## src/rtl/msc_pkg.sv

```systemverilog
package msc_pkg;

   localparam int DIGITS_DEF = 6;
   localparam int MAX_DIGITS = 8;

   localparam int DIGIT_W = 4;
   localparam int SEG_W   = 7;
   localparam int SEL_W   = 6;
   localparam int POS_W   = 3;
   localparam int CFG_W   = 8;
   localparam int APB_DW  = 32;
   localparam int APB_AW  = 3;

   localparam logic [DIGIT_W-1:0] DIGIT_MAX = 4'd9;

   // register map, index is paddr[2]
   localparam logic REG_SLOT_TICKS = 1'b0;
   localparam logic REG_ROUNDS     = 1'b1;

   localparam logic [CFG_W-1:0] SLOT_TICKS_RST = 8'd2;
   localparam logic [CFG_W-1:0] ROUNDS_RST     = 8'd30;

   typedef struct packed {
      logic [SEG_W-1:0] segments;
      logic [SEL_W-1:0] digit_select;
      logic [POS_W-1:0] digit_position;
   } rsp_word_type;

   function automatic logic [SEG_W-1:0] seg_decode(input logic [DIGIT_W-1:0] d);
      logic [SEG_W-1:0] s;
      case (d)
         4'd0:    s = 7'h3f;
         4'd1:    s = 7'h06;
         4'd2:    s = 7'h5b;
         4'd3:    s = 7'h4f;
         4'd4:    s = 7'h66;
         4'd5:    s = 7'h6d;
         4'd6:    s = 7'h7d;
         4'd7:    s = 7'h07;
         4'd8:    s = 7'h7f;
         4'd9:    s = 7'h6f;
         default: s = 7'h00;
      endcase
      return s;
   endfunction

endpackage

```

## src/rtl/msc_channel_if.sv

```systemverilog
interface msc_req_if;
   logic valid;
   logic ready;
   logic tick;

   modport source (output valid, output tick, input ready);
   modport sink   (input valid, input tick, output ready);
endinterface

interface msc_rsp_if;
   logic                          valid;
   logic                          ready;
   logic [msc_pkg::SEG_W-1:0]     segments;
   logic [msc_pkg::SEL_W-1:0]     digit_select;
   logic [msc_pkg::POS_W-1:0]     digit_position;

   modport source (output valid, output segments, output digit_select,
                   output digit_position, input ready);
   modport sink   (input valid, input segments, input digit_select,
                   input digit_position, output ready);
endinterface

```

## src/rtl/msc_digit_cell.sv

```systemverilog
// one bcd digit of the count, ripple carry to the next cell
module msc_digit_cell (
   input  logic                         clock,
   input  logic                         reset,
   input  logic                         carry_in,
   output logic [msc_pkg::DIGIT_W-1:0]  digit,
   output logic                         carry_out
);

   logic [msc_pkg::DIGIT_W-1:0] digit_ff;
   logic [msc_pkg::DIGIT_W-1:0] digit_in;
   logic                        at_max;

   assign at_max    = (digit_ff >= msc_pkg::DIGIT_MAX);
   assign carry_out = carry_in && at_max;
   assign digit     = digit_ff;

   always_comb begin
      digit_in = digit_ff;
      if (carry_in) begin
         digit_in = at_max ? '0 : digit_ff + 4'd1;
      end
   end

   always_ff @(posedge clock) begin
      if (reset) begin
         digit_ff <= '0;
      end else begin
         digit_ff <= digit_in;
      end
   end

endmodule

```

## src/rtl/msc_out_buf.sv

```systemverilog
// output register with a skid stage behind it
module msc_out_buf (
   input  logic                  clock,
   input  logic                  reset,
   input  logic                  push,
   input  msc_pkg::rsp_word_type word_in,
   output logic                  full,
   msc_rsp_if.source             rsp_chan
);

   logic                  out_valid_ff, out_valid_in;
   logic                  skid_valid_ff, skid_valid_in;
   msc_pkg::rsp_word_type out_word_ff, out_word_in;
   msc_pkg::rsp_word_type skid_word_ff, skid_word_in;
   logic                  load_out;

   assign load_out = !out_valid_ff || rsp_chan.ready;
   assign full     = skid_valid_ff;

   always_comb begin
      out_valid_in  = out_valid_ff;
      out_word_in   = out_word_ff;
      skid_valid_in = skid_valid_ff;
      skid_word_in  = skid_word_ff;
      if (load_out) begin
         if (skid_valid_ff) begin
            out_word_in = skid_word_ff;
         end else begin
            out_word_in = word_in;
         end
         out_valid_in  = skid_valid_ff || push;
         skid_valid_in = 1'b0;
      end else if (push) begin
         skid_word_in  = word_in;
         skid_valid_in = 1'b1;
      end
   end

   always_ff @(posedge clock) begin
      if (reset) begin
         out_valid_ff  <= 1'b0;
         skid_valid_ff <= 1'b0;
      end else begin
         out_valid_ff  <= out_valid_in;
         skid_valid_ff <= skid_valid_in;
      end
   end

   always_ff @(posedge clock) begin
      out_word_ff  <= out_word_in;
      skid_word_ff <= skid_word_in;
   end

   assign rsp_chan.valid          = out_valid_ff;
   assign rsp_chan.segments       = out_word_ff.segments;
   assign rsp_chan.digit_select   = out_word_ff.digit_select;
   assign rsp_chan.digit_position = out_word_ff.digit_position;

endmodule

```

## src/rtl/multiplexed_seven_segment_counter.sv

```systemverilog
// accepted words go to the output register, or to the skid stage on a stall
// throughput: one word per cycle while the skid stage is empty; the counters
//   and the carry ripple through the digit cells are combinational
// reset: synchronous, clears the count, scan position, both counters and the
//   output stage; slot_ticks returns to 2 and rounds_per_count to 30
module multiplexed_seven_segment_counter #(
   parameter int DIGITS = msc_pkg::DIGITS_DEF
) (
   input  logic                         clock,
   input  logic                         reset,
   msc_req_if.sink                      req_chan,
   msc_rsp_if.source                    rsp_chan,
   input  logic                         psel,
   input  logic                         penable,
   input  logic                         pwrite,
   input  logic [msc_pkg::APB_AW-1:0]   paddr,
   input  logic [msc_pkg::APB_DW-1:0]   pwdata,
   output logic [msc_pkg::APB_DW-1:0]   prdata,
   output logic                         pready
);

   // last scan position, as a position code
   localparam logic [msc_pkg::POS_W-1:0] POS_LAST = msc_pkg::POS_W'(DIGITS - 1);

   // configuration registers
   logic [msc_pkg::CFG_W-1:0] slot_ticks_ff, slot_ticks_in;
   logic [msc_pkg::CFG_W-1:0] rounds_ff, rounds_in;
   logic                      cfg_write;

   // scan state
   logic [msc_pkg::POS_W-1:0] pos_ff, pos_in;
   logic [msc_pkg::CFG_W-1:0] slot_cnt_ff, slot_cnt_in, slot_next;
   logic [msc_pkg::CFG_W-1:0] round_cnt_ff, round_cnt_in, round_next;
   logic                      slot_end, round_end, pos_last;

   // handshake and stepping
   logic                      accept, advance, scan_wrap, count_inc;
   logic                      buf_full;

   // digit row
   logic [msc_pkg::DIGIT_W-1:0] digits [DIGITS];
   logic [DIGITS-1:0]           carry;
   logic [msc_pkg::DIGIT_W-1:0] shown_digit;
   logic [msc_pkg::SEL_W+1:0]   sel_wide;
   logic [msc_pkg::POS_W-1:0]   sel_bit;
   msc_pkg::rsp_word_type       word;

   // ---------------------------------------------------------------- apb port
   // always ready, write lands on the access cycle
   assign pready    = 1'b1;
   assign cfg_write = psel && penable && pwrite && pready;

   always_comb begin
      slot_ticks_in = slot_ticks_ff;
      rounds_in     = rounds_ff;
      if (cfg_write) begin
         case (paddr[2])
            msc_pkg::REG_SLOT_TICKS: slot_ticks_in = pwdata[msc_pkg::CFG_W-1:0];
            msc_pkg::REG_ROUNDS:     rounds_in     = pwdata[msc_pkg::CFG_W-1:0];
            default:                 slot_ticks_in = slot_ticks_ff;
         endcase
      end
   end

   always_comb begin
      case (paddr[2])
         msc_pkg::REG_SLOT_TICKS: prdata = msc_pkg::APB_DW'(slot_ticks_ff);
         msc_pkg::REG_ROUNDS:     prdata = msc_pkg::APB_DW'(rounds_ff);
         default:                 prdata = '0;
      endcase
   end

   // ---------------------------------------------------------------- stepping
   // a new word is taken whenever the skid stage is empty
   assign req_chan.ready = !buf_full;
   assign accept         = req_chan.valid && req_chan.ready;
   assign advance        = accept && req_chan.tick;

   // counters compare after the 8-bit increment; a zero register acts as one,
   // and a counter at or past a lowered limit ends on the next tick
   assign slot_next  = slot_cnt_ff + 8'd1;
   assign slot_end   = (slot_next >= slot_ticks_ff) || (slot_next == '0);
   assign pos_last   = (pos_ff == POS_LAST);
   assign scan_wrap  = advance && slot_end && pos_last;
   assign round_next = round_cnt_ff + 8'd1;
   assign round_end  = (round_next >= rounds_ff) || (round_next == '0);
   assign count_inc  = scan_wrap && round_end;

   always_comb begin
      slot_cnt_in  = slot_cnt_ff;
      pos_in       = pos_ff;
      round_cnt_in = round_cnt_ff;
      if (advance) begin
         slot_cnt_in = slot_end ? '0 : slot_next;
         if (slot_end) begin
            pos_in = pos_last ? '0 : pos_ff + 3'd1;
         end
      end
      if (scan_wrap) begin
         round_cnt_in = round_end ? '0 : round_next;
      end
   end

   always_ff @(posedge clock) begin
      if (reset) begin
         slot_ticks_ff <= msc_pkg::SLOT_TICKS_RST;
         rounds_ff     <= msc_pkg::ROUNDS_RST;
         pos_ff        <= '0;
         slot_cnt_ff   <= '0;
         round_cnt_ff  <= '0;
      end else begin
         slot_ticks_ff <= slot_ticks_in;
         rounds_ff     <= rounds_in;
         pos_ff        <= pos_in;
         slot_cnt_ff   <= slot_cnt_in;
         round_cnt_ff  <= round_cnt_in;
      end
   end

   // ---------------------------------------------------------------- digit row
   // ones digit is cell 0; the carry ripples up one cell per digit
   assign carry[0] = count_inc;

   for (genvar k = 0; k < DIGITS; k++) begin : g_cell
      if (k < DIGITS - 1) begin : g_mid
         msc_digit_cell u_cell (
            .clock     (clock),
            .reset     (reset),
            .carry_in  (carry[k]),
            .digit     (digits[k]),
            .carry_out (carry[k+1])
         );
      end else begin : g_top
         // carry out of the top digit is the wrap to all zeros, dropped
         msc_digit_cell u_cell (
            .clock     (clock),
            .reset     (reset),
            .carry_in  (carry[k]),
            .digit     (digits[k]),
            .carry_out ()
         );
      end
   end

   // ---------------------------------------------------------------- result word
   // shows the state before this word's tick is applied
   always_comb begin
      shown_digit = '0;
      for (int k = 0; k < DIGITS; k++) begin
         if (pos_ff == msc_pkg::POS_W'(k)) begin
            shown_digit = digits[k];
         end
      end
   end

   // select bit for position p is DIGITS-1-p; bits above the field fall off
   assign sel_bit  = POS_LAST - pos_ff;
   assign sel_wide = ~((msc_pkg::SEL_W+2)'(1) << sel_bit);

   always_comb begin
      word.segments       = msc_pkg::seg_decode(shown_digit);
      word.digit_select   = sel_wide[msc_pkg::SEL_W-1:0];
      word.digit_position = pos_ff;
   end

   msc_out_buf u_out_buf (
      .clock    (clock),
      .reset    (reset),
      .push     (accept),
      .word_in  (word),
      .full     (buf_full),
      .rsp_chan (rsp_chan)
   );

endmodule

```

## src/flat_wrapper.sv

```systemverilog
// flat-port wrapper written by rule: the top's interface ports become plain ports
module multiplexed_seven_segment_counter_flat 
#(
   parameter int DIGITS = msc_pkg::DIGITS_DEF
)
  (clock, reset, psel, penable, pwrite, paddr, pwdata, prdata, pready, req_chan_valid, req_chan_tick, req_chan_ready, rsp_chan_valid, rsp_chan_segments, rsp_chan_digit_select, rsp_chan_digit_position, rsp_chan_ready);
  msc_req_if req_chan_i ();
  msc_rsp_if rsp_chan_i ();
  input  logic clock;
  input  logic reset;
  input  logic psel;
  input  logic penable;
  input  logic pwrite;
  input  logic [msc_pkg::APB_AW-1:0] paddr;
  input  logic [msc_pkg::APB_DW-1:0] pwdata;
  output logic [msc_pkg::APB_DW-1:0] prdata;
  output logic pready;
  input wire logic [$bits(req_chan_i.valid)-1:0] req_chan_valid;
  input wire logic [$bits(req_chan_i.tick)-1:0] req_chan_tick;
  output wire logic [$bits(req_chan_i.ready)-1:0] req_chan_ready;
  output wire logic [$bits(rsp_chan_i.valid)-1:0] rsp_chan_valid;
  output wire logic [$bits(rsp_chan_i.segments)-1:0] rsp_chan_segments;
  output wire logic [$bits(rsp_chan_i.digit_select)-1:0] rsp_chan_digit_select;
  output wire logic [$bits(rsp_chan_i.digit_position)-1:0] rsp_chan_digit_position;
  input wire logic [$bits(rsp_chan_i.ready)-1:0] rsp_chan_ready;
  assign req_chan_i.valid = req_chan_valid;
  assign req_chan_i.tick = req_chan_tick;
  assign req_chan_ready = req_chan_i.ready;
  assign rsp_chan_valid = rsp_chan_i.valid;
  assign rsp_chan_segments = rsp_chan_i.segments;
  assign rsp_chan_digit_select = rsp_chan_i.digit_select;
  assign rsp_chan_digit_position = rsp_chan_i.digit_position;
  assign rsp_chan_i.ready = rsp_chan_ready;
  multiplexed_seven_segment_counter #(.DIGITS(DIGITS)) u_core (.clock(clock), .reset(reset), .req_chan(req_chan_i), .rsp_chan(rsp_chan_i), .psel(psel), .penable(penable), .pwrite(pwrite), .paddr(paddr), .pwdata(pwdata), .prdata(prdata), .pready(pready));
endmodule
```

## config.mk

```make
export PLATFORM = sky130hd
export DESIGN_NAME = multiplexed_seven_segment_counter_flat
export DESIGN_NICKNAME = d
export VERILOG_FILES = /design/src/rtl/msc_pkg.sv /design/src/rtl/msc_channel_if.sv /design/src/rtl/msc_digit_cell.sv /design/src/rtl/msc_out_buf.sv /design/src/rtl/multiplexed_seven_segment_counter.sv /design/src/flat_wrapper.sv
export SDC_FILE = /design/constraint.sdc
export NUM_CORES = 1
export LEC_CHECK = 0
export ABC_AREA = 1
export BUFFER_PORTS_ARGS = -buffer_cell sky130_fd_sc_hd__buf_2
export CAP_MARGIN = 15
export CORE_ASPECT_RATIO = 0.75
export CORE_UTILIZATION = 45
export CTS_CLUSTER_SIZE = 40
export DETAILED_ROUTE_END_ITERATION = 6
export MAX_ROUTING_LAYER = met4
export PLACE_DENSITY = 0.67
export SLEW_MARGIN = 0
export SYNTH_ARGS = -nofsm -noshare
export SYNTH_HDL_FRONTEND = slang
export SYNTH_SLANG_ARGS = --single-unit
export TNS_END_PERCENT = 20
```

## constraint.sdc

```tcl
create_clock -name clock -period 3.63 [get_ports clock]
set_input_delay 0.726 -clock clock [delete_from_list [all_inputs] [get_ports clock]]
set_output_delay 0.726 -clock clock [all_outputs]
set_load 0.1 [all_outputs]
```

# Word-level counts from Yosys, hierarchy flattened
# Memory sizes are Yosys's and may differ from the RTL's.
# Cells that the tools add are included.
# totals
output_inout_bits,51
mem_count,1
inputBits,43
register_bits,93
rom_bits,112
# op_classes
n_lt_le_gt_ge,8
bitwise_logic,3
n_reduce_logical,26
mux,17
shift,1
n_eq_ne,5
add_sub_neg,10
# memory_table
name,depth,width,rd,rd_ports_with_merged_regs,write_ports,line,source
(no name shown),16,7,1,0,0,msc_pkg.sv:31,case (d)
# op_table
operator,count
32-bit one-hot mux with 2 select lines,1
4-bit 2-to-1 mux,12
"4-bit by 1-bit adder with 4-bit output, second input constant",6
"4-bit >= comparator, second input constant",6
"8-bit by 1-bit adder with 8-bit output, second input constant",2
8-bit >= comparator,2
8-bit logical NOT,2
16-bit 2-to-1 mux,1
8-bit 2-to-1 mux,2
1-bit logical AND,12
2-bit AND reduction,4
"3-bit by 2-bit equality test with 1-bit output, second input constant",2
"3-bit equality test, second input constant",2
6-bit inverter,1
"1-bit by 3-bit left shift with 6-bit output, first input constant",1
1-bit logical OR,4
"3-bit by 1-bit adder with 3-bit output, second input constant",1
"3-bit by 1-bit equality test with 1-bit output, second input constant",1
3-bit logical NOT,1
3-bit 2-to-1 mux,1
"3-bit subtractor, first input constant",1
1-bit logical NOT,2
1-bit inverter,2
2-bit OR reduction,1

# Depth between registers and ports, before layout
# depth
ltp_word,11
depth_mapped,21

# Hierarchy
# Synthesis repeated with hierarchy kept, for this count alone.
# unflattened
hier_cells,793
area_unflattened_um2,5705.5
# modules_own_cells
module,n_inst,seq_area_each_um2,cells_each,area_per_inst_um2
multiplexed_seven_segment_counter,1,700.7,494,3040.4
msc_digit_cell,6,80.1,34,234.0
msc_out_buf,1,1001.0,95,1261.2

# Worst setup path after synthesis
# No wires, ideal clock.
# synth_timing
path_kind,input-to-output
start,input port paddr[2] (netlist name)
end,output port prdata[5] (netlist name)
path_stages,2
arrival_time_ns,3.041
path_slack_ns,-0.137
cell_sequence,clkbuf_1 o21ai_0
# synth_via
elab_chain_cells,2
# synth_lines
element,line,source
from (decl),flat_wrapper.sv:14,input logic [msc_pkg::APB_AW-1:0] paddr;
1-bit inverter,multiplexed_seven_segment_counter.sv:66,case (paddr[2])
32-bit one-hot mux with 2 select lines *,multiplexed_seven_segment_counter.sv:66,
to (decl),flat_wrapper.sv:16,output logic [msc_pkg::APB_DW-1:0] prdata;
# Mark *: on every way between the ends. The rest lies on a longest branch, timed or not. The select of a mux whose other input is x is not followed.

# Worst setup path after layout
# layout_timing
start,register u_core.slot_cnt_ff[0] (netlist name)
end,"register u_core.g_cell[4].g_mid.u_cell.digit_ff, in the netlist u_core.g_cell[4].g_mid.u_cell.digit[1]"
# layout_via
elab_chain_cells,10
elab_cells_between_ends,11
classes_between,1 x add/sub; 1 x order compare; 9 x reduce/logical
# layout_lines
element,line,source
from (decl),multiplexed_seven_segment_counter.sv:32,"logic [msc_pkg::CFG_W-1:0] slot_cnt_ff, slot_cnt_in, slot_next;"
from (signal assigned),multiplexed_seven_segment_counter.sv:115,slot_cnt_ff <= slot_cnt_in;
8-bit by 1-bit adder with 8-bit output *,multiplexed_seven_segment_counter.sv:81,assign slot_next = slot_cnt_ff + 8'd1;
8-bit >= comparator / 8-bit logical NOT (equally long branches),multiplexed_seven_segment_counter.sv:82,assign slot_end = (slot_next >= slot_ticks_ff) || (slot_next == '0);
1-bit logical OR *,multiplexed_seven_segment_counter.sv:82,
1-bit logical AND * (2 in series),multiplexed_seven_segment_counter.sv:84,assign scan_wrap = advance && slot_end && pos_last;
1-bit logical AND *,multiplexed_seven_segment_counter.sv:87,assign count_inc = scan_wrap && round_end;
1-bit logical AND * (4 in series),msc_digit_cell.sv:15,assign carry_out = carry_in && at_max;
to (signal assigned),msc_digit_cell.sv:29,digit_ff <= digit_in;
to (decl),msc_digit_cell.sv:10,logic [msc_pkg::DIGIT_W-1:0] digit_ff;
# Mark *: on every way between the ends. The rest lies on a longest branch, timed or not.
# A chain may end at the register's enable or synchronous reset.

==> impl_metrics.yaml <==
layout:
  area_growth_pct: 11.2
  instances_no_fill: 895
  fin_util_pct: 51.5
  nNetsFinal: 821
  insertedDiodeCount: 0
  final_common_cell: "nand2_1"
  most-common-layout-cells: "nand2_1, inv_1, nor2_1"
  drive_gt1_share_pct: 10.5
  final_area_um2: 6000
  final.fill_count: 1116
  multi_input_area_um2: 2690
  seqCellArea_um2: 2180
logic_synthesis:
  muxShareOfSynthArea_pct: 0.185
  synth-compound-area-share_pct: 14.1
  synth-xor-area-share_pct: 0.812
  yosysTopAreaCellShare_pct: 22.6
  syn_area_um2: 5400
  ys_warn_count: 0
  synth_edf_count: 32
  synthDistinctLibCells: 42
  avgSynthCellArea_um2: 7.89
  synthSimpleGateAreaFrac_pct: 21.5
  synth_top_family_by_area: "simple AND/OR/NAND/NOR gates"
  ys.flop_type: "dfxtp_1"
  synth_fa_ha_area_share_pct: 11.6
  yosysTopAreaCell: "dfxtp_1"
  synth_area_leaders: "dfxtp_1, edfxtp_1, ha_1, nand2_1, inv_1"
  synthCells: 684
  async_flop_share_pct: 0
  yosysSeqAreaShare_pct: 40.4
  ys_seq_elements: 93
worst_setup_path:
  rr_startpoint: "u_core.slot_cnt_ff[0]"
  critical-path-slowest-cell: "dfxtp_1"
  endpoint_kind: "register"
  cp_max_fo: 14
  max_stage_delay_ps: 450
  cp_common_cell: "nand2_1"
  worst-path-buf-inv: 0
  path_class: "reg -> reg"
  cp_data_required_time_ps: 3860
  crit_path_start: "u_core.slot_cnt_ff[0]"
  crit_arrival_ps: 3310
  startpoint_type: "register"
  worstPathCellList: "ha_1, nand3_1, o21ai_1, nand2_1, ha_1, nand2_1, nor2_1, nor3_1, and2_1, nand2_2, nand3_4, nor2_8, nand3_4, nor2_8, nand2_1, nand2_2, o21ai_1"
  critical_path.top_delay_family: "simple AND/OR/NAND/NOR gates"
floorplan:
  initial_core_util_pct: 46.3
  die_x_um: 128
  core_um2: 11700
  io_pins: 94
  rows: 34
  dieArea_um2: 12400
  die_h_um: 96.8
placement:
  dp_cells: 879
  place_area_um2: 5700
  dpl_worst_slack_ps: 576
  gp_congestion: 0.825
  io_buffer_count: 42
  dp_hpwl_um: 8150
timing:
  fmax_mhz: 325
  fin_tns_setup_ps: 0
  setup_viol: 0
  fin_ws_ps: 550
  hold_ws_ps: 477
  fin_crit_ps: 3080
  hold_violations: 0
  worst_pin_slew_ps: 694
  drv_slew: 0
  rsz0062_at_grt: "false"
  period_share_pct: 84.8
  fin_worst_skew_ps: 9.14
  relSlewSlack_pct: 53.3
routing:
  vias: 4449
  final_antenna_net_count: 0
  routed_wl_um: 11000
  wl_per_cell_um: 12.3
  drtIter0Drc: 294
  drcViolationCount: 0
  firstDrtPassIters: 4
  viasPerCell: 4.97
hold_path:
  hold_path.startpoint: "u_core.round_cnt_ff[4]"
  hold_class: "reg -> reg"
clocking:
  ctsHoldBuffers: 0
  cts_setup_buffers: 0
  cts.sinks: 93
  htree_levels: 3
  clkSlewWorstSetupHoldPaths_ps: 70
  ctsResizeCount: 0
  cts_buffers: 9
  cts_tree: "yes"
  clk_latency_ps: 340
  clockBufferDepth: 2
  cts_root_buffer: "clkbuf_16"
power_and_ir_drop:
  power.total_mw: 2.77
  p_leak_nw: 2.72
  power_density_nw_per_um2: 462
  vdd_drop_max_mv: 0.255
grt:
  grt_pass1_vias: 4104
  grt_first_pass_wirelength_um: 18500
  grt_util_all_layers_pct: 19.0
  grt_max_degree: 27
  grt.overflow.total: 0
  antenna_found_initial: 0
run:
  maxCapViolCount: 0
outcome:
  status: "finished clean"
[Yosys cell counts, types with 2 or more instances]
cell type and n:
nor3b_1 2, nor3_1 8, clkbuf_1 8, buf_4 25
nor2_2 2, a211oi_1 13, ha_1 50, nand4_1 6
o211ai_1 4, nand3_4 2, a21boi_0 2, a21oi_1 42
inv_2 3, a31oi_1 14, nor2_8 2, xor2_1 4
inv_1 97, nand2_2 3, o22ai_1 3, nand3_1 28
nor2_1 62, edfxtp_1 32, conb_1 2, o21ai_1 6
o21ai_0 49, dfxtp_1 61, buf_1 2, nand2_1 138
[power by group]
part	switching (mW)	internal [mW]	total, mW
sequential	0.0203	1.14	1.16
clock	0.425	0.544	0.968
combinational	0.539	0.106	0.645
[logic make-up after synthesis]
group,Yosys count
simple gates,260
mux,1
fa+ha+maj,50
compound gates,136
other cells,2
flops,93
buf+inv,137
xor+xnor,5
[metal layers]
layer	track usage, %	up-vias	share of wire (%)
met5	-	-	0
met4	4.71	0	1.0
met3	4.54	13	4.6
met2	29.6	100	45
met1	24.6	2035	50
li1	-	2301	-
[cell type report]
type / count / area share (%)
well taps: 162 / 3.38
inverters: 101 / 6.32
flip-flops and latches: 93 / 36.4
clock inverters: 7 / 1.36
clock buffers: 9 / 3.75
repair buffers: 46 / 4.00
multi-input cells: 477 / 44.8
[worst register-to-register path, stage by stage, from the launching register on]
cell and delay, ps:
dfxtp_1 450, ha_1 260, nand3_1 140, o21ai_1 150, nand2_1 120, ha_1 290
nand2_1 60, nor2_1 110, nor3_1 50, and2_1 170, nand2_2 110, nand3_4 200
nor2_8 230, nand3_4 160, nor2_8 180, nand2_1 110, nand2_2 130, o21ai_1 70
[sequential cells by signal, summed over array words and instances, names as in the netlist]
signal	flops
u_core.g_cell.g_mid.u_cell.digit	20
u_core.g_cell.g_top.u_cell.digit	4
u_core.pos_ff	3
u_core.round_cnt_ff	8
u_core.rounds_ff	8
u_core.slot_cnt_ff	8
u_core.slot_ticks_ff	8
u_core.u_out_buf.full	1
u_core.u_out_buf.rsp_chan.digit_position	3
u_core.u_out_buf.rsp_chan.digit_select	6
u_core.u_out_buf.rsp_chan.segments	7
u_core.u_out_buf.rsp_chan.valid	1
u_core.u_out_buf.skid_word_ff	16
[final timing paths]
| check | endpoint | slack [ps] | cells after the start |
|---|---|---|---|
| setup reg to reg | u_core.g_cell[4].g_mid.u_cell.digit[1] | 550 | 17 |
| setup / recovery | u_core.g_cell[4].g_mid.u_cell.digit[1] | 550 | 17 |
| hold / removal | u_core.round_cnt_ff[4] | 480 | 2 |
| hold reg to reg | u_core.round_cnt_ff[4] | 480 | 2 |
(Power assumes the default switching activity.)
